<file path="config.mk">
export PLATFORM = sky130hd
export DESIGN_NAME = gas_sensor_poll_controller
export DESIGN_NICKNAME = d
export VERILOG_FILES = /design/src/sv/gspc_pkg.sv /design/src/sv/gspc_regs.sv /design/src/sv/gspc_front.sv /design/src/sv/gspc_back.sv /design/src/sv/gas_sensor_poll_controller.sv
export SDC_FILE = /design/constraint.sdc
export NUM_CORES = 1
export LEC_CHECK = 0
export ABC_CLOCK_PERIOD_IN_PS = 14800
export BUFFER_PORTS_ARGS = -buffer_cell sky130_fd_sc_hd__buf_2
export CAP_MARGIN = 20
export CORE_MARGIN = 1
export CORE_UTILIZATION = 64
export CTS_CLUSTER_DIAMETER = 50
export CTS_CLUSTER_SIZE = 16
export DETAILED_ROUTE_END_ITERATION = 7
export GPL_TIMING_DRIVEN = 0
export PLACE_DENSITY = 0.86
export SLEW_MARGIN = 5
export SYNTH_ARGS = -nofsm -noshare
export SYNTH_HDL_FRONTEND = slang
export SYNTH_SLANG_ARGS = --single-unit
</file>
<file path="constraint.sdc">
create_clock -name clk -period 14.8 [get_ports clk]
set_input_delay 1.48 -clock clk [delete_from_list [all_inputs] [get_ports clk]]
set_output_delay 1.48 -clock clk [all_outputs]
set_load 0.02 [all_outputs]
</file>
<file path="src/sv/gspc_pkg.sv">
`timescale 1ns / 1ps
// Shared types and constants for the gas sensor poll controller.
// Used by every module of the block; depends on nothing else.

package gspc_pkg;

    // Receive frame geometry and timer sizing.
    localparam int FRAME_BYTES = 11;
    localparam int TIMER_BITS  = 22;
    localparam int COUNT_W     = $clog2(FRAME_BYTES + 2);
    localparam int STORE_DEPTH = 16;
    localparam int STORE_IDX_W = $clog2(STORE_DEPTH);

    // Configuration register widths and reset values.
    localparam int CFG_TIMER_W = 22;
    localparam int ATTEMPT_W   = 3;
    localparam int CMP_W       = (TIMER_BITS > CFG_TIMER_W) ? TIMER_BITS : CFG_TIMER_W;
    localparam int ATTEMPT_CAP = 5;

    localparam logic [CFG_TIMER_W-1:0] POLL_INTERVAL_RST = CFG_TIMER_W'(60000);
    localparam logic [CFG_TIMER_W-1:0] REPLY_TIMEOUT_RST = CFG_TIMER_W'(1000);
    localparam logic [ATTEMPT_W-1:0]   MAX_ATTEMPTS_RST  = ATTEMPT_W'(3);

    // APB register map: one register every four bytes.
    localparam int ADDR_W = 4;
    localparam int DATA_W = 32;
    localparam logic [1:0] REG_POLL_INTERVAL = 2'd0;
    localparam logic [1:0] REG_REPLY_TIMEOUT = 2'd1;
    localparam logic [1:0] REG_MAX_ATTEMPTS  = 2'd2;

    localparam logic [7:0] CHECK_BASE = 8'hFF;

    typedef enum logic [1:0] {
        ST_OK     = 2'd0,
        ST_ASLEEP = 2'd1,
        ST_NORESP = 2'd2
    } status_t;

    typedef enum logic [1:0] {
        K_TICK      = 2'd0,
        K_BYTE      = 2'd1,
        K_BYTE_LAST = 2'd2
    } kind_t;

    typedef struct packed {
        logic       cmd;
        logic [7:0] rx_byte;
        logic       burst_end;
        logic       awake;
    } in_item_t;

    typedef struct packed {
        logic        send_request;
        logic        push_res;
        status_t     status;
        logic [15:0] co_ppm;
        logic [15:0] h2s_ppm;
        logic [15:0] o2_vol;
        logic [15:0] ch4_lel;
    } result_t;

    // A classified item as it sits in the queue between front and back.
    typedef struct packed {
        kind_t      kind;
        logic       asleep;
        logic [7:0] data;
    } op_t;

    typedef struct packed {
        logic [CFG_TIMER_W-1:0] poll_interval;
        logic [CFG_TIMER_W-1:0] reply_timeout;
        logic [ATTEMPT_W-1:0]   max_attempts;
    } cfg_t;

endpackage

</file>
<file path="src/sv/gspc_regs.sv">
`timescale 1ns / 1ps
// APB-style configuration registers of the gas sensor poll controller.
// Depends on gspc_pkg for the register map and reset values.

module gspc_regs (
    input  logic                         clk,
    input  logic                         rst_n,
    input  logic                         psel,
    input  logic                         penable,
    input  logic                         pwrite,
    input  logic [gspc_pkg::ADDR_W-1:0]  paddr,
    input  logic [gspc_pkg::DATA_W-1:0]  pwdata,
    output logic [gspc_pkg::DATA_W-1:0]  prdata,
    output logic                         pready,
    output gspc_pkg::cfg_t               cfg
);

    gspc_pkg::cfg_t cfg_reg;
    logic           wr_en;
    logic [1:0]     reg_idx;

    assign pready  = 1'b1;
    assign wr_en   = psel && penable && pwrite;
    assign reg_idx = paddr[3:2];
    assign cfg     = cfg_reg;

    always_ff @(posedge clk or negedge rst_n)
    begin
        if (!rst_n)
        begin
            cfg_reg.poll_interval <= gspc_pkg::POLL_INTERVAL_RST;
            cfg_reg.reply_timeout <= gspc_pkg::REPLY_TIMEOUT_RST;
            cfg_reg.max_attempts  <= gspc_pkg::MAX_ATTEMPTS_RST;
        end
        else if (wr_en)
        begin
            unique case (reg_idx)
                gspc_pkg::REG_POLL_INTERVAL:
                    cfg_reg.poll_interval <= pwdata[gspc_pkg::CFG_TIMER_W-1:0];
                gspc_pkg::REG_REPLY_TIMEOUT:
                    cfg_reg.reply_timeout <= pwdata[gspc_pkg::CFG_TIMER_W-1:0];
                gspc_pkg::REG_MAX_ATTEMPTS:
                    cfg_reg.max_attempts  <= pwdata[gspc_pkg::ATTEMPT_W-1:0];
                default:
                begin
                end
            endcase
        end
    end

    always_comb
    begin
        unique case (reg_idx)
            gspc_pkg::REG_POLL_INTERVAL:
                prdata = gspc_pkg::DATA_W'(cfg_reg.poll_interval);
            gspc_pkg::REG_REPLY_TIMEOUT:
                prdata = gspc_pkg::DATA_W'(cfg_reg.reply_timeout);
            gspc_pkg::REG_MAX_ATTEMPTS:
                prdata = gspc_pkg::DATA_W'(cfg_reg.max_attempts);
            default:
                prdata = '0;
        endcase
    end

endmodule

</file>
<file path="src/sv/gspc_front.sv">
`timescale 1ns / 1ps
// Front end: accepts input beats, classifies them and holds them in a
// two-entry queue for the back end. Depends on gspc_pkg.

module gspc_front (
    input  logic               clk,
    input  logic               rst_n,
    input  logic               item_valid,
    output logic               item_ready,
    input  gspc_pkg::in_item_t item,
    output logic               op_valid,
    output gspc_pkg::op_t      op,
    input  logic               op_pop
);

    gspc_pkg::op_t entry_reg [2];
    logic          wr_ptr_reg, wr_ptr_next;
    logic          rd_ptr_reg, rd_ptr_next;
    logic [1:0]    count_reg,  count_next;
    logic          push;
    gspc_pkg::op_t classified;

    // Ticks and bytes are told apart here, and the last byte of a burst
    // gets a kind of its own so the back end need not look at two fields.
    always_comb
    begin
        classified.asleep = !item.awake;
        classified.data   = item.rx_byte;
        priority if (!item.cmd)
            classified.kind = gspc_pkg::K_TICK;
        else if (item.burst_end)
            classified.kind = gspc_pkg::K_BYTE_LAST;
        else
            classified.kind = gspc_pkg::K_BYTE;
    end

    assign item_ready = (count_reg != 2'd2);
    assign push       = item_valid && item_ready;
    assign op_valid   = (count_reg != 2'd0);
    assign op         = entry_reg[rd_ptr_reg];

    always_comb
    begin
        wr_ptr_next = push   ? !wr_ptr_reg : wr_ptr_reg;
        rd_ptr_next = op_pop ? !rd_ptr_reg : rd_ptr_reg;
        count_next  = count_reg + 2'(push) - 2'(op_pop);
    end

    always_ff @(posedge clk or negedge rst_n)
    begin
        if (!rst_n)
        begin
            wr_ptr_reg <= 1'b0;
            rd_ptr_reg <= 1'b0;
            count_reg  <= 2'd0;
        end
        else
        begin
            wr_ptr_reg <= wr_ptr_next;
            rd_ptr_reg <= rd_ptr_next;
            count_reg  <= count_next;
        end
    end

    always_ff @(posedge clk)
    begin
        if (push)
        begin
            entry_reg[wr_ptr_reg] <= classified;
        end
    end

endmodule

</file>
<file path="src/sv/gspc_back.sv">
`timescale 1ns / 1ps
// Back end: runs the poll, timeout and frame check logic on each queued
// beat and holds the result in an output register. Depends on gspc_pkg.

module gspc_back (
    input  logic              clk,
    input  logic              rst_n,
    input  gspc_pkg::cfg_t    cfg,
    input  logic              op_valid,
    input  gspc_pkg::op_t     op,
    output logic              op_pop,
    output logic              result_valid,
    input  logic              result_ready,
    output gspc_pkg::result_t result
);

    localparam logic [gspc_pkg::TIMER_BITS-1:0] TIMER_MAX = '1;
    localparam logic [gspc_pkg::COUNT_W-1:0] FRAME_CNT =
        gspc_pkg::COUNT_W'(gspc_pkg::FRAME_BYTES);
    localparam logic [gspc_pkg::COUNT_W-1:0] SUM_LIMIT =
        gspc_pkg::COUNT_W'(gspc_pkg::FRAME_BYTES - 1);
    localparam logic [gspc_pkg::STORE_IDX_W-1:0] CHECK_IDX =
        gspc_pkg::STORE_IDX_W'(gspc_pkg::FRAME_BYTES - 1);
    localparam logic [gspc_pkg::ATTEMPT_W-1:0] ATTEMPT_MAX =
        gspc_pkg::ATTEMPT_W'(gspc_pkg::ATTEMPT_CAP);

    logic                              waiting_reg,     waiting_next;
    logic [gspc_pkg::TIMER_BITS-1:0]   elapsed_reg,     elapsed_next;
    logic [gspc_pkg::ATTEMPT_W-1:0]    attempts_reg,    attempts_next;
    logic [gspc_pkg::COUNT_W-1:0]      burst_count_reg, burst_count_next;
    logic [7:0]                        byte_sum_reg,    byte_sum_next;
    gspc_pkg::status_t                 status_reg,      status_next;
    logic [15:0]                       readings_reg [4];
    logic [15:0]                       readings_next [4];
    logic [7:0]                        store_reg [gspc_pkg::STORE_DEPTH];
    logic [7:0]                        frame_view [gspc_pkg::STORE_DEPTH];
    logic                              result_valid_reg, result_valid_next;
    gspc_pkg::result_t                 result_reg,       result_next;

    logic                              is_tick;
    logic                              is_byte;
    logic                              store_wr;
    logic [gspc_pkg::STORE_IDX_W-1:0]  store_idx;
    logic                              send;
    logic                              push;
    logic                              frame_ok;
    logic [7:0]                        check_byte;

    assign op_pop       = op_valid && (!result_valid_reg || result_ready);
    assign result_valid = result_valid_reg;
    assign result       = result_reg;

    assign is_tick   = (op.kind == gspc_pkg::K_TICK);
    assign is_byte   = !is_tick;
    assign store_idx = burst_count_reg[gspc_pkg::STORE_IDX_W-1:0];
    assign store_wr  = op_pop && !op.asleep && waiting_reg && is_byte &&
                       (burst_count_reg < FRAME_CNT);

    // The frame as it stands after this beat, so the closing byte can
    // be checked and latched in the same cycle that it arrives.
    always_comb
    begin
        for (int i = 0; i < gspc_pkg::STORE_DEPTH; i++)
        begin
            frame_view[i] = (store_wr && store_idx == gspc_pkg::STORE_IDX_W'(i)) ?
                            op.data : store_reg[i];
        end
    end

    always_comb
    begin
        elapsed_next     = elapsed_reg;
        waiting_next     = waiting_reg;
        attempts_next    = attempts_reg;
        burst_count_next = burst_count_reg;
        byte_sum_next    = byte_sum_reg;
        status_next      = status_reg;
        for (int k = 0; k < 4; k++)
        begin
            readings_next[k] = readings_reg[k];
        end
        send       = 1'b0;
        push       = 1'b0;
        frame_ok   = 1'b0;
        check_byte = 8'h00;

        if (is_tick && elapsed_reg != TIMER_MAX)
        begin
            elapsed_next = elapsed_reg + 1'b1;
        end

        if (op.asleep)
        begin
            if (status_reg != gspc_pkg::ST_ASLEEP)
            begin
                status_next   = gspc_pkg::ST_ASLEEP;
                push          = 1'b1;
                waiting_next  = 1'b0;
                attempts_next = '0;
            end
            burst_count_next = '0;
            byte_sum_next    = '0;
        end
        else
        begin
            if (status_reg == gspc_pkg::ST_ASLEEP)
            begin
                status_next = gspc_pkg::ST_OK;
                push        = 1'b1;
            end
            if (!waiting_reg)
            begin
                if (is_tick && gspc_pkg::CMP_W'(elapsed_next) >=
                               gspc_pkg::CMP_W'(cfg.poll_interval))
                begin
                    send             = 1'b1;
                    elapsed_next     = '0;
                    waiting_next     = 1'b1;
                    burst_count_next = '0;
                    byte_sum_next    = '0;
                end
            end
            else if (is_byte)
            begin
                if (burst_count_reg < SUM_LIMIT)
                begin
                    byte_sum_next = byte_sum_reg + op.data;
                end
                if (burst_count_reg <= FRAME_CNT)
                begin
                    burst_count_next = burst_count_reg + 1'b1;
                end
                if (op.kind == gspc_pkg::K_BYTE_LAST)
                begin
                    check_byte = gspc_pkg::CHECK_BASE - byte_sum_next;
                    frame_ok   = (burst_count_next == FRAME_CNT) &&
                                 (check_byte == frame_view[CHECK_IDX]);
                    if (frame_ok)
                    begin
                        for (int k = 0; k < 4; k++)
                        begin
                            readings_next[k] = {frame_view[2 + 2 * k],
                                                frame_view[3 + 2 * k]};
                        end
                        attempts_next = '0;
                        elapsed_next  = '0;
                        waiting_next  = 1'b0;
                        status_next   = gspc_pkg::ST_OK;
                        push          = 1'b1;
                    end
                    burst_count_next = '0;
                    byte_sum_next    = '0;
                end
            end
            else if (gspc_pkg::CMP_W'(elapsed_next) >= gspc_pkg::CMP_W'(cfg.reply_timeout))
            begin
                if (attempts_reg < ATTEMPT_MAX)
                begin
                    attempts_next = attempts_reg + 1'b1;
                end
                burst_count_next = '0;
                byte_sum_next    = '0;
                if (attempts_next < cfg.max_attempts)
                begin
                    send = 1'b1;
                end
                else
                begin
                    if (status_reg != gspc_pkg::ST_NORESP)
                    begin
                        status_next = gspc_pkg::ST_NORESP;
                        push        = 1'b1;
                    end
                    waiting_next  = 1'b0;
                    attempts_next = '0;
                end
                elapsed_next = '0;
            end
        end

        result_next.send_request = send;
        result_next.push_res     = push;
        result_next.status       = status_next;
        result_next.co_ppm       = readings_next[0];
        result_next.h2s_ppm      = readings_next[1];
        result_next.o2_vol       = readings_next[2];
        result_next.ch4_lel      = readings_next[3];
    end

    always_comb
    begin
        priority if (op_pop)
            result_valid_next = send || push;
        else if (result_ready)
            result_valid_next = 1'b0;
        else
            result_valid_next = result_valid_reg;
    end

    always_ff @(posedge clk or negedge rst_n)
    begin
        if (!rst_n)
        begin
            waiting_reg      <= 1'b0;
            elapsed_reg      <= '0;
            attempts_reg     <= '0;
            burst_count_reg  <= '0;
            byte_sum_reg     <= '0;
            status_reg       <= gspc_pkg::ST_OK;
            for (int k = 0; k < 4; k++)
            begin
                readings_reg[k] <= '0;
            end
            result_valid_reg <= 1'b0;
        end
        else
        begin
            result_valid_reg <= result_valid_next;
            if (op_pop)
            begin
                waiting_reg     <= waiting_next;
                elapsed_reg     <= elapsed_next;
                attempts_reg    <= attempts_next;
                burst_count_reg <= burst_count_next;
                byte_sum_reg    <= byte_sum_next;
                status_reg      <= status_next;
                for (int k = 0; k < 4; k++)
                begin
                    readings_reg[k] <= readings_next[k];
                end
            end
        end
    end

    always_ff @(posedge clk)
    begin
        if (op_pop)
        begin
            result_reg <= result_next;
        end
        if (store_wr)
        begin
            store_reg[store_idx] <= op.data;
        end
    end

endmodule

</file>
<file path="src/sv/gas_sensor_poll_controller.sv">
`timescale 1ns / 1ps
// Gas sensor poll controller. A taken input beat is registered in the front queue,
// and the result beat it causes is offered from the output register.
// Throughput: one beat per cycle, set by the back-end update, which pops only
// while the output register is empty or being taken; the two-entry queue and
// the output register let either side stall alone.
// Reset: rst_n clears all control state and readings at once and loads the
// registers with 60000, 1000 and 3; no clearing pass is needed.

module gas_sensor_poll_controller (
    input  logic                         clk,
    input  logic                         rst_n,
    input  logic                         item_valid,
    output logic                         item_ready,
    input  gspc_pkg::in_item_t           item,
    output logic                         result_valid,
    input  logic                         result_ready,
    output gspc_pkg::result_t            result,
    input  logic                         psel,
    input  logic                         penable,
    input  logic                         pwrite,
    input  logic [gspc_pkg::ADDR_W-1:0]  paddr,
    input  logic [gspc_pkg::DATA_W-1:0]  pwdata,
    output logic [gspc_pkg::DATA_W-1:0]  prdata,
    output logic                         pready
);

    gspc_pkg::cfg_t cfg;
    logic           op_valid;
    gspc_pkg::op_t  op;
    logic           op_pop;

    gspc_regs u_regs (
        .clk     (clk),
        .rst_n   (rst_n),
        .psel    (psel),
        .penable (penable),
        .pwrite  (pwrite),
        .paddr   (paddr),
        .pwdata  (pwdata),
        .prdata  (prdata),
        .pready  (pready),
        .cfg     (cfg)
    );

    gspc_front u_front (
        .clk        (clk),
        .rst_n      (rst_n),
        .item_valid (item_valid),
        .item_ready (item_ready),
        .item       (item),
        .op_valid   (op_valid),
        .op         (op),
        .op_pop     (op_pop)
    );

    gspc_back u_back (
        .clk          (clk),
        .rst_n        (rst_n),
        .cfg          (cfg),
        .op_valid     (op_valid),
        .op           (op),
        .op_pop       (op_pop),
        .result_valid (result_valid),
        .result_ready (result_ready),
        .result       (result)
    );

    // A result beat always carries a request or a report.
    a_result_has_cause: assert property (
        @(posedge clk) disable iff (!rst_n)
        result_valid |-> (result.send_request || result.push_res)
    ) else $error("result beat with neither send_request nor push_res");

    // The back end only takes from the queue when it holds something.
    a_pop_needs_entry: assert property (
        @(posedge clk) disable iff (!rst_n)
        op_pop |-> op_valid
    ) else $error("back end popped an empty queue");

    // A sleeping sensor is never polled.
    a_no_send_asleep: assert property (
        @(posedge clk) disable iff (!rst_n)
        (result_valid && result.status == gspc_pkg::ST_ASLEEP) |-> !result.send_request
    ) else $error("request sent while status is asleep");

endmodule

</file>
==> results.tsv, run 1 <==
stage	metric	value	unit
status	status	finished clean	
synthesis	asr flop ratio synth	0.4906	
setup_path	Cell Chain, Critical Path	buf_4 -> or3_1 -> and2_1 -> buf_2 -> a211o_1 -> or3_1 -> buf_2 -> or2_1 -> clkbuf_1 -> or3_1 -> xnor2_1 -> ha_1 -> a21o_1 -> a21o_1 -> a21oi_1 -> nor2_1 -> o31ai_1 -> a211o_1 -> and2_1 -> clkbuf_1 -> clkbuf_1 -> a22oi_1 -> o21ai_0	
synthesis	Area contributors post-synth	edfxtp_1 (31%), dfrtp_1 (23%), nand2_1 (6.1%)	
layout	post-synthesis to final-layout area growth	14.08	%
die	Initial Util	0.6581	
power	worst vdd ir	0.0001825	V
layout	Inserted Diodes	0	
timing	Final Hold Viols	0	
global_route	GR Overflow Total	0	
min_path	Worst Hold Path Cells	2	
die	overall die height	157.8	um
global_route	largest net degree at the start of global routing	92	
setup_path	CP bufs+invs	6	
clock_network	CTS tree	yes	
min_path	hold worst-path end	u_back.readings_reg[34]$_DFFE_PN0N_	
setup_path	CP endpoint kind	register	
layout	nets@finish	1823	
die	io pins	157	
synthesis	cells after synthesis	1527	
synthesis	Mean Syn Cell Area	10.18	um^2
global_route	vias in the first global route	11704	
timing	Worst Max-Slew Pin Slew	1041	ps
power	pwr dens	167.4	nW/um^2
setup_path	Data required, critical path	15260	ps
global_route	initial antenna violation count	0	
setup_path	Setup CP Type	register to register	
run	Max Cap Viol	0	
min_path	Hold Crit Class	register to register	
layout	max reg flops	72	
synthesis	#FFs+latches synth	318	
setup_path	CP delay by family, top	compound AO/OA/AOI/OAI gates	
timing	Max Clk Rate	151.2	MHz
setup_path	RR Startpoint	u_front.rd_ptr_reg$_DFFE_PN0N_	
clock_network	TritonCTS buffer count	31	
clock_network	CTS Root Buffer Type	clkbuf_16	
setup_path	Arr. time, crit path	7080	ps
placed_design	count of buffers from port buffering	131	
timing	fin. max-slew vios	0	
power	Leakage	7.564	nW
clock_network	H-tree Lvls	1	
placed_design	GP Congestion	0.9021	
synthesis	Seq/Total Area, Yosys	0.5655	
layout	share of cells above drive strength 1	0.1536	
route	drt drc	0	
timing	min Tclk post-route	6615	ps
clock_network	deepest clock path buffer count	3	
timing	Final Cycle Share	0.4469	
clock_network	Post-CTS Hold Fix Bufs	0	
route	initial drt markers	1115	
timing	Max Clock Skew	19.63	ps
route	vias	12320	
clock_network	Post-CTS Setup Repair Bufs	0	
setup_path	reg2reg setup slack	8190	ps
clock_network	Sink Count	318	
synthesis	Yosys top cell by area	edfxtp_1	
route	top sig layer	met4	
route	Final ANT Viol Nets	0	
synthesis	Ys Warns	0	
route	DRT Pass-1 Iters	6	
synthesis	Post-synth EDFFs	162	
clock_network	Skew-Pair Late Insertion Delay	570	ps
placed_design	detailed placer's ending HPWL	26280	um
synthesis	Synth Cell Area	15540	um^2
route	met3 wire length	3655	um
die	overall die area	24910	um^2
global_route	global-route usage over all layers	0.3071	
synthesis	top_reg_cell synth	edfxtp_1	
timing	Final Setup Violations	0	
clock_network	Resized cells post-CTS	0	
setup_path	worst r2r path cells	23	
setup_path	FF-to-FF End	u_back.elapsed_reg[8]$_DFFE_PN0N_	
die	FP Rows	56	
timing	WHS	489.5	ps
synthesis	Synth top area share	0.3131	
min_path	hold_sp	u_back.readings_reg[34]$_DFFE_PN0N_	
route	via/cell ratio	6.007	
setup_path	Slowest-stage cell, CP	o31ai_1	
timing	Worst slew margin	0.2921	
setup_path	Max stage delay on crit path	570	ps
die	core footprint	23610	um^2
route	WL/cell	18.36	um
die	Die Span X	157.8	um
route	final wirelength	37650	um
clock_network	CTS clk-pin slew, worst paths	70	ps
global_route	first-pass GRT wire length	58790	um
timing	unrepaired setup endpoints after global routing	false	
timing	setup TNS	0	ps
synthesis	Cell variety after synth	70	
setup_path	Worst Path Max Fanout	10	
route	met1 wire length	14840	um
route	met2 WL	18060	um
setup_path	CP startpoint kind	register	
-- stage by stage --
step           area [um^2]  total power, mW  std cells  setup slack (ps)  utilization
2_1_floorplan        15570            1.874       1536              9548            -
3_3_place_gp         16630            2.141       1986              8380       0.7042
3_5_place_dp         16730            2.195       1993              8353       0.7086
4_1_cts              17730            2.957       2051              8288       0.7507
5_1_grt              17730            3.109       2051              7736       0.7507
6_report             17730            2.967       2051              8185       0.7507
-- per-layer routing --
| metal | up-vias | GRT usage |
|---|---|---|
| met5 | - | 0 |
| met4 | 0 | 0.1184 |
| met3 | 95 | 0.06077 |
| met2 | 660 | 0.4982 |
| met1 | 5825 | 0.4094 |
| li1 | 5740 | - |
-- area by class of cell --
cell class	instances	area, um^2
plain buffers	85	410.4
clock buffers	38	822.0
clock inverters	20	173.9
fillers	1546	5886
inverters	84	316.6
multi-input cells	1049	6067
flip-flops and latches	318	8787
well taps	319	399.1
repair buffers	138	750.7
-- how the worst max path moves through the flow --
stage / from / endpoint / slack, ps / cells past startpoint
after floorplan: u_front.rd_ptr_reg$_DFFE_PN0N_ / u_back.elapsed_reg[20]$_DFFE_PN0N_ / 9550 / 23
after global placement: result_ready / u_back.byte_sum_reg[5]$_DFFE_PN0P_ / 8380 / 7
after detailed placement: u_front.rd_ptr_reg$_DFFE_PN0N_ / u_back.elapsed_reg[20]$_DFFE_PN0N_ / 8350 / 23
after CTS: u_front.rd_ptr_reg$_DFFE_PN0N_ / u_back.elapsed_reg[20]$_DFFE_PN0N_ / 8290 / 23
after global routing: u_front.rd_ptr_reg$_DFFE_PN0N_ / u_back.elapsed_reg[11]$_DFFE_PN0N_ / 7740 / 23
final: u_front.rd_ptr_reg$_DFFE_PN0N_ / u_back.elapsed_reg[8]$_DFFE_PN0N_ / 8190 / 23
-- cells by family after synthesis --
logic type	share of synthesized area
simple gates	0.1439
compound gates	0.1445
flops	0.5655
buf+inv	0.04670
fa+ha+maj	0.05041
mux	0.03334
xor+xnor	0.01522
other cells	0.0004833
-- tightest hold or removal path: stages (launching register included) --
cell     delay (ps)
dfrtp_1         350
nand2_1          50
o21ai_1          60
-- synthesized netlist by cell type, types with 8 or more instances --
library cell / count
a21o_1: 15
nand3_1: 28
nand2_1: 252
a21oi_1: 78
a211oi_1: 8
buf_2: 25
or3_1: 14
inv_1: 83
nor2b_1: 8
nand4_1: 16
o21ai_1: 64
dfrtp_1: 141
edfxtp_1: 162
a22oi_1: 15
nor2_1: 120
xnor2_1: 22
dfstp_2: 15
ha_1: 61
o21ai_0: 165
mux2i_1: 41
nor3_1: 14
buf_4: 12
clkbuf_1: 41
-- where the power goes --
part	switching (mW)	internal, mW	total (mW)	leakage, nW
clock network	0.356	0.408	0.764	0.479
registers	0.0699	1.15	1.22	3.58
logic	0.676	0.312	0.988	3.51
total	1.10	1.87	2.97	7.56
-- cell usage in the layout (no fill, tap or decap), types with 7 or more instances in the layout --
master | netlist | routed
nand2_1 | 252 | 252
o21ai_0 | 165 | 165
edfxtp_1 | 162 | 162
buf_2 | 25 | 155
dfrtp_1 | 141 | 141
nor2_1 | 120 | 120
inv_1 | 83 | 83
a21oi_1 | 78 | 78
o21ai_1 | 64 | 64
ha_1 | 61 | 61
clkbuf_1 | 41 | 46
mux2i_1 | 41 | 39
clkbuf_16 | 0 | 31
nand3_1 | 28 | 28
xnor2_1 | 22 | 22
buf_4 | 12 | 17
nand4_1 | 16 | 16
a22oi_1 | 15 | 15
a21o_1 | 15 | 15
dfstp_2 | 15 | 15
or3_1 | 14 | 14
nor3_1 | 14 | 14
conb_1 | 2 | 11
nor2b_1 | 8 | 8
a211oi_1 | 8 | 8
mux2_2 | 7 | 7
a31oi_1 | 7 | 7
(Power assumes the default switching activity.)
==> run 2, diff against run 1 <==
Settings changed: ABC_CLOCK_PERIOD_IN_PS 14800 to 5600, CORE_UTILIZATION 64 to 54, PLACE_DENSITY 0.86 to 0.77.
Clock period 14.8 ns to 5.6 ns, I/O delays scaled along.
==> run 2 against run 1 <==
Clock-buffer cell count rose by 5. Routed wire length up 1.6%. Sequential share of layout area fell by 1.0 points. Cell area increased by 2.1%. Global-route usage shrank 4.3 points. Critical endpoint is now u_back.elapsed_reg[16]$_DFFE_PN0N_. Flip-flop and latch count is the same. Critical path depth down 1. Via count fell by 0.69%. Cell count is 3.3% higher. First-iteration DRC count up 14%. Utilization shrank 10 points.
==> results.tsv, run 2 (synthesis results as in run 1) <==
stage	metric	value	unit
clock_network	TritonCTS buffer count	31	
placed_design	DP Cell Count	2052	
clock_network	H-tree Lvls	1	
setup_path	Worst Path Max Fanout	10	
power	worst vdd ir	0.0003196	V
die	core footprint	28010	um^2
setup_path	Cell Chain, Critical Path	buf_6 -> or3b_4 -> and2_1 -> buf_4 -> a211o_4 -> or3_1 -> buf_4 -> or2_4 -> or3_4 -> xnor2_2 -> ha_1 -> nand4_1 -> nor4_4 -> a31oi_1 -> nand3_1 -> o31ai_4 -> a211o_4 -> and2_4 -> buf_6 -> clkbuf_8 -> a22oi_1 -> o21ai_1	
layout	Post-Layout Cell Count	2119	
global_route	GR Overflow Total	0	
setup_path	Max stage delay on crit path	410	ps
die	overall die height	171.6	um
setup_path	Data required, critical path	6030	ps
route	via/cell ratio	5.774	
clock_network	Skew-Pair Late Insertion Delay	570	ps
route	Final ANT Viol Nets	0	
timing	Worst Max-Slew Pin Slew	1051	ps
route	WL/cell	18.04	um
layout	nets@finish	1832	
route	final wirelength	38240	um
timing	min Tclk post-route	5410	ps
setup_path	Slowest-stage cell, CP	or3b_4	
global_route	largest net degree at the start of global routing	97	
clock_network	Sink Count	318	
timing	Worst slew margin	0.2978	
setup_path	CP endpoint kind	register	
layout	most common cell after layout, fill and taps aside	nand2_1	
layout	max reg flops	72	
placed_design	count of buffers from port buffering	131	
die	overall die area	29460	um^2
timing	Final Cycle Share	0.9661	
power	Leakage	7.702	nW
setup_path	Setup CP Type	register to register	
die	Die Span X	171.6	um
clock_network	deepest clock path buffer count	3	
setup_path	CP startpoint kind	register	
placed_design	GP Congestion	0.9222	
run	Max Cap Viol	0	
timing	Final Setup Violations	0	
min_path	Hold Crit Class	input pin to register	
layout	commonest non-fill, non-tap cells in the layout	nand2_1 (252), edfxtp_1 (162), o21ai_0 (159)	
status	status	finished clean	
timing	Final Hold Viols	0	
timing	fin. max-slew vios	0	
route	DRT Pass-1 Iters	5	
global_route	first-pass GRT wire length	60340	um
timing	Max Clock Skew	29.93	ps
clock_network	CTS tree	yes	
layout	post-synthesis to final-layout area growth	16.52	%
timing	Max Clk Rate	184.8	MHz
placed_design	detailed placer's ending HPWL	26820	um
clock_network	CTS clk-pin slew, worst paths	70	ps
global_route	global-route usage over all layers	0.2637	
die	Initial Util	0.5547	
route	vias	12235	
die	FP Rows	61	
layout	Inserted Diodes	0	
route	initial drt markers	1266	
global_route	vias in the first global route	11730	
route	drt drc	0	
setup_path	Arr. time, crit path	5840	ps
layout	share of cells above drive strength 1	0.1694	
timing	setup TNS	0	ps
global_route	initial antenna violation count	0	
clock_network	CTS Root Buffer Type	clkbuf_16	
power	pwr dens	444.7	nW/um^2
layout	fin util	0.6464	
die	io pins	157	
-- run 2: metal layers --
metal / up-vias / routed length [um] / global-route usage
met5: - / 0 / 0
li1: 5755 / - / -
met4: 0 / 972 / 0.08890
met1: 5923 / 16320 / 0.3676
met2: 489 / 18300 / 0.4272
met3: 68 / 2643 / 0.03336
-- run 2: power breakdown --
| part | leakage (nW) | switching, mW | internal [mW] | total, mW |
|---|---|---|---|---|
| clock network | 0.509 | 0.926 | 1.20 | 2.12 |
| registers | 3.58 | 0.188 | 3.03 | 3.22 |
| logic | 3.61 | 1.81 | 0.903 | 2.72 |
| total | 7.70 | 2.93 | 5.13 | 8.05 |
-- run 2: final timing paths --
kind / slack (ps) / end / from / depth (start not counted)
worst min-delay path: 180 / u_front.entry_reg[0][4]$_DFFE_PP_ / item[6] / 1
max in group asynchronous: 4190 / u_back.readings_reg[0]$_DFFE_PN0N_ / rst_n / 3
worst min register to register: 490 / u_back.readings_reg[10]$_DFFE_PN0N_ / u_back.readings_reg[10]$_DFFE_PN0N_ / 2
worst max-delay path: 190 / u_back.elapsed_reg[16]$_DFFE_PN0N_ / u_front.rd_ptr_reg$_DFFE_PN0N_ / 22
worst max register to register: 190 / u_back.elapsed_reg[16]$_DFFE_PN0N_ / u_front.rd_ptr_reg$_DFFE_PN0N_ / 22
min in group asynchronous: 540 / u_back.readings_reg[7]$_DFFE_PN0N_ / rst_n / 2
-- run 2: layout make-up --
class                           count  area (um^2)
Timing Repair Buffer              148        839.6
Fill cell                        2193         9905
Inverter                           84        316.6
Multi-Input combinational cell   1049         6213
Sequential cell                   318         8787
Clock inverter                     15        178.9
Buffer                             84        435.4
Clock buffer                       43        862.1
Tap cell                          378        473.0
-- run 2: worst max-delay path, delay by kind of cell, from the launching register on --
family / cells / cell delay (ps)
AO/OA/AOI/OAI: 6 / 1220
AND/OR/NAND/NOR: 9 / 2440
buffers and inverters: 5 / 790
adder cells (fa/ha/maj): 1 / 320
XOR/XNOR: 1 / 160
flip-flops: 1 / 350
-- run 2: timing repair --
action,CTS,global route
hold buffers,1,0
gates resized for setup,24,21
endpoints found under the setup margin,99,98
endpoints found under the hold margin,47,0
pin swaps,4,10
buffers inserted,2,7
-- run 2: per-stage QoR --
step	cell area, um^2	hold slack (ps)	power [mW]	worst slack [ps]
after global routing	18110	160.4	8.458	-15.41
after CTS	18010	156.2	8.002	6.212
after floorplan	15570	264.4	4.953	348.1
after global placement	16700	461.4	5.690	-781.2
final	18110	180.3	8.053	189.7
after detailed placement	16820	475.2	5.823	-820.2
==> run 3, diff against run 2 <==
Settings changed: CORE_MARGIN 1 to 4, PLACE_DENSITY 0.77 to default, PLACE_DENSITY_LB_ADDON from default to 0.2.
==> run 3 against run 2 <==
Register-to-register slack got worse by 60 ps. Global-route usage fell by 2.2 points. Non-clock buffer count is the same. Clock power up 5%. Flip-flop and latch count unchanged. Cell area increased by 0.20%. Sequential share of layout area decreased by 0.097 points. Routed wire length is 1.4% higher. Power increased by 1.1%. Critical path depth down 7.
==> results.tsv, run 3 (synthesis results as in run 1) <==
stage	metric	value	unit
die	Initial Util	0.5532	
clock_network	TritonCTS buffer count	34	
die	core footprint	28090	um^2
die	Die Span X	177.6	um
route	drt drc	0	
setup_path	CP startpoint	u_front.rd_ptr_reg$_DFFE_PN0N_	
clock_network	CTS tree	yes	
setup_path	Arr. time, crit path	5730	ps
placed_design	DP Cell Count	2051	
global_route	GR Overflow Total	0	
die	FP Rows	61	
placed_design	count of buffers from port buffering	131	
route	DRT Pass-1 Iters	5	
global_route	first-pass GRT wire length	60310	um
run	Max Cap Viol	0	
timing	fin. max-slew vios	0	
die	overall die height	177.6	um
clock_network	Skew-Pair Late Insertion Delay	520	ps
timing	Max Clock Skew	19.69	ps
setup_path	RR Startpoint	u_front.rd_ptr_reg$_DFFE_PN0N_	
route	vias	12055	
power	worst vdd ir	0.0003722	V
power	Leakage	7.685	nW
status	status	finished clean	
layout	commonest non-fill, non-tap cells in the layout	nand2_1 (252), o21ai_0 (164), edfxtp_1 (162)	
power	Pwr Total	8.141	mW
layout	max reg flops	72	
clock_network	CTS Root Buffer Type	clkbuf_16	
route	Final ANT Viol Nets	0	
timing	Final Cycle Share	0.9762	
min_path	hold_sp	item[4]	
global_route	initial antenna violation count	0	
route	via/cell ratio	5.681	
setup_path	Setup CP Type	register to register	
placed_design	GP Congestion	0.8933	
min_path	Hold Crit Class	input pin to register	
die	io pins	157	
timing	Final Hold Viols	0	
setup_path	Data required, critical path	5860	ps
global_route	vias in the first global route	11478	
global_route	global-route usage over all layers	0.2416	
layout	share of cells above drive strength 1	0.1732	
power	pwr dens	448.7	nW/um^2
setup_path	CP startpoint kind	register	
layout	Post-Layout Cell Count	2122	
min_path	Worst Hold Path Cells	1	
route	final wirelength	38760	um
timing	Worst Max-Slew Pin Slew	1037	ps
timing	min Tclk post-route	5467	ps
clock_network	Sink Count	318	
timing	unrepaired setup endpoints after global routing	false	
layout	post-synthesis to final-layout area growth	16.76	%
timing	Worst slew margin	0.2952	
layout	Inserted Diodes	0	
clock_network	H-tree Lvls	2	
layout	nets@finish	1835	
setup_path	worst r2r path cells	15	
route	initial drt markers	1430	
setup_path	CP endpoint kind	register	
timing	Final Setup Violations	0	
die	overall die area	31550	um^2
placed_design	detailed placer's ending HPWL	26990	um
timing	Max Clk Rate	182.9	MHz
clock_network	deepest clock path buffer count	3	
layout	most common cell after layout, fill and taps aside	nand2_1	
clock_network	CTS clk-pin slew, worst paths	70	ps
route	WL/cell	18.27	um
global_route	largest net degree at the start of global routing	101	
setup_path	Worst Path Max Fanout	11	
run 3: critical path, cell delays in order (launching register included):
cell and delay (ps):
dfrtp_1 320, buf_4 170, buf_2 340, mux2i_4 290, inv_1 260, ha_1 410, and3_1 200, nor4_1 490
o31ai_1 180, a2111oi_1 590, mux2i_1 310, a2111oi_4 350, nand4_4 320, buf_2 340, buf_6 200, o21ai_0 420
run 3: final timing paths:
check	end	slack [ps]
min in group asynchronous	u_regs.cfg[2]$_DFFE_PN0P_	570
hold / removal	u_front.entry_reg[0][2]$_DFFE_PP_	230
max in group asynchronous	u_back.readings_reg[26]$_DFFE_PN0N_	4170
setup / recovery	u_back.result[59]$_DFFE_PN_	130
setup reg to reg	u_back.result[59]$_DFFE_PN_	130
hold reg to reg	u_back.readings_reg[43]$_DFFE_PN0N_	490
run 3: stage by stage:
step / setup TNS, ps / util / worst slack, ps / hold WS [ps] / cell area, um^2
6_report: 0 / 0.6459 / 133.3 / 230.4 / 18140
5_1_grt: 0 / 0.6459 / 13.46 / 216.5 / 18140
4_1_cts: 0 / 0.6434 / 15.36 / 212.5 / 18070
3_5_place_dp: -27220 / 0.5985 / -947.2 / 475.1 / 16810
3_3_place_gp: -57240 / 0.5946 / -891.7 / 460.8 / 16700
2_1_floorplan: 0 / - / 348.1 / 264.4 / 15570
run 3: repair_timing:
item                                    4_1_cts  5_1_grt
gates resized for setup                      24        9
buffers inserted                              5        6
hold endpoints to repair                     22        0
hold buffers                                  1        0
pin swaps                                     5        4
endpoints found under the setup margin      103       63
run 3: area by class of cell:
| class | count | area (um^2) |
|---|---|---|
| tap | 378 | 473.0 |
| buffer | 83 | 417.9 |
| inverter | 84 | 320.3 |
| clock inverter | 20 | 196.4 |
| timing repair buffer | 149 | 839.6 |
| fill | 2313 | 9945 |
| sequential | 318 | 8787 |
| multi-input combinational | 1049 | 6200 |
| clock buffer | 41 | 908.4 |
run 3: per-layer routing:
layer  wire, um  vias up  track usage
met1      16850     5802       0.3448
li1           -     5756            -
met2      18300      423       0.3879
met3       2510       74      0.03132
met4       1102        0      0.07831
met5          0        -            0
run 3: power by group:
| group | leakage (nW) | internal (mW) | switching [mW] |
|---|---|---|---|
| combinational | 3.59 | 0.897 | 1.81 |
| sequential | 3.58 | 3.03 | 0.184 |
| clock | 0.516 | 1.24 | 0.978 |
| total | 7.68 | 5.17 | 2.98 |
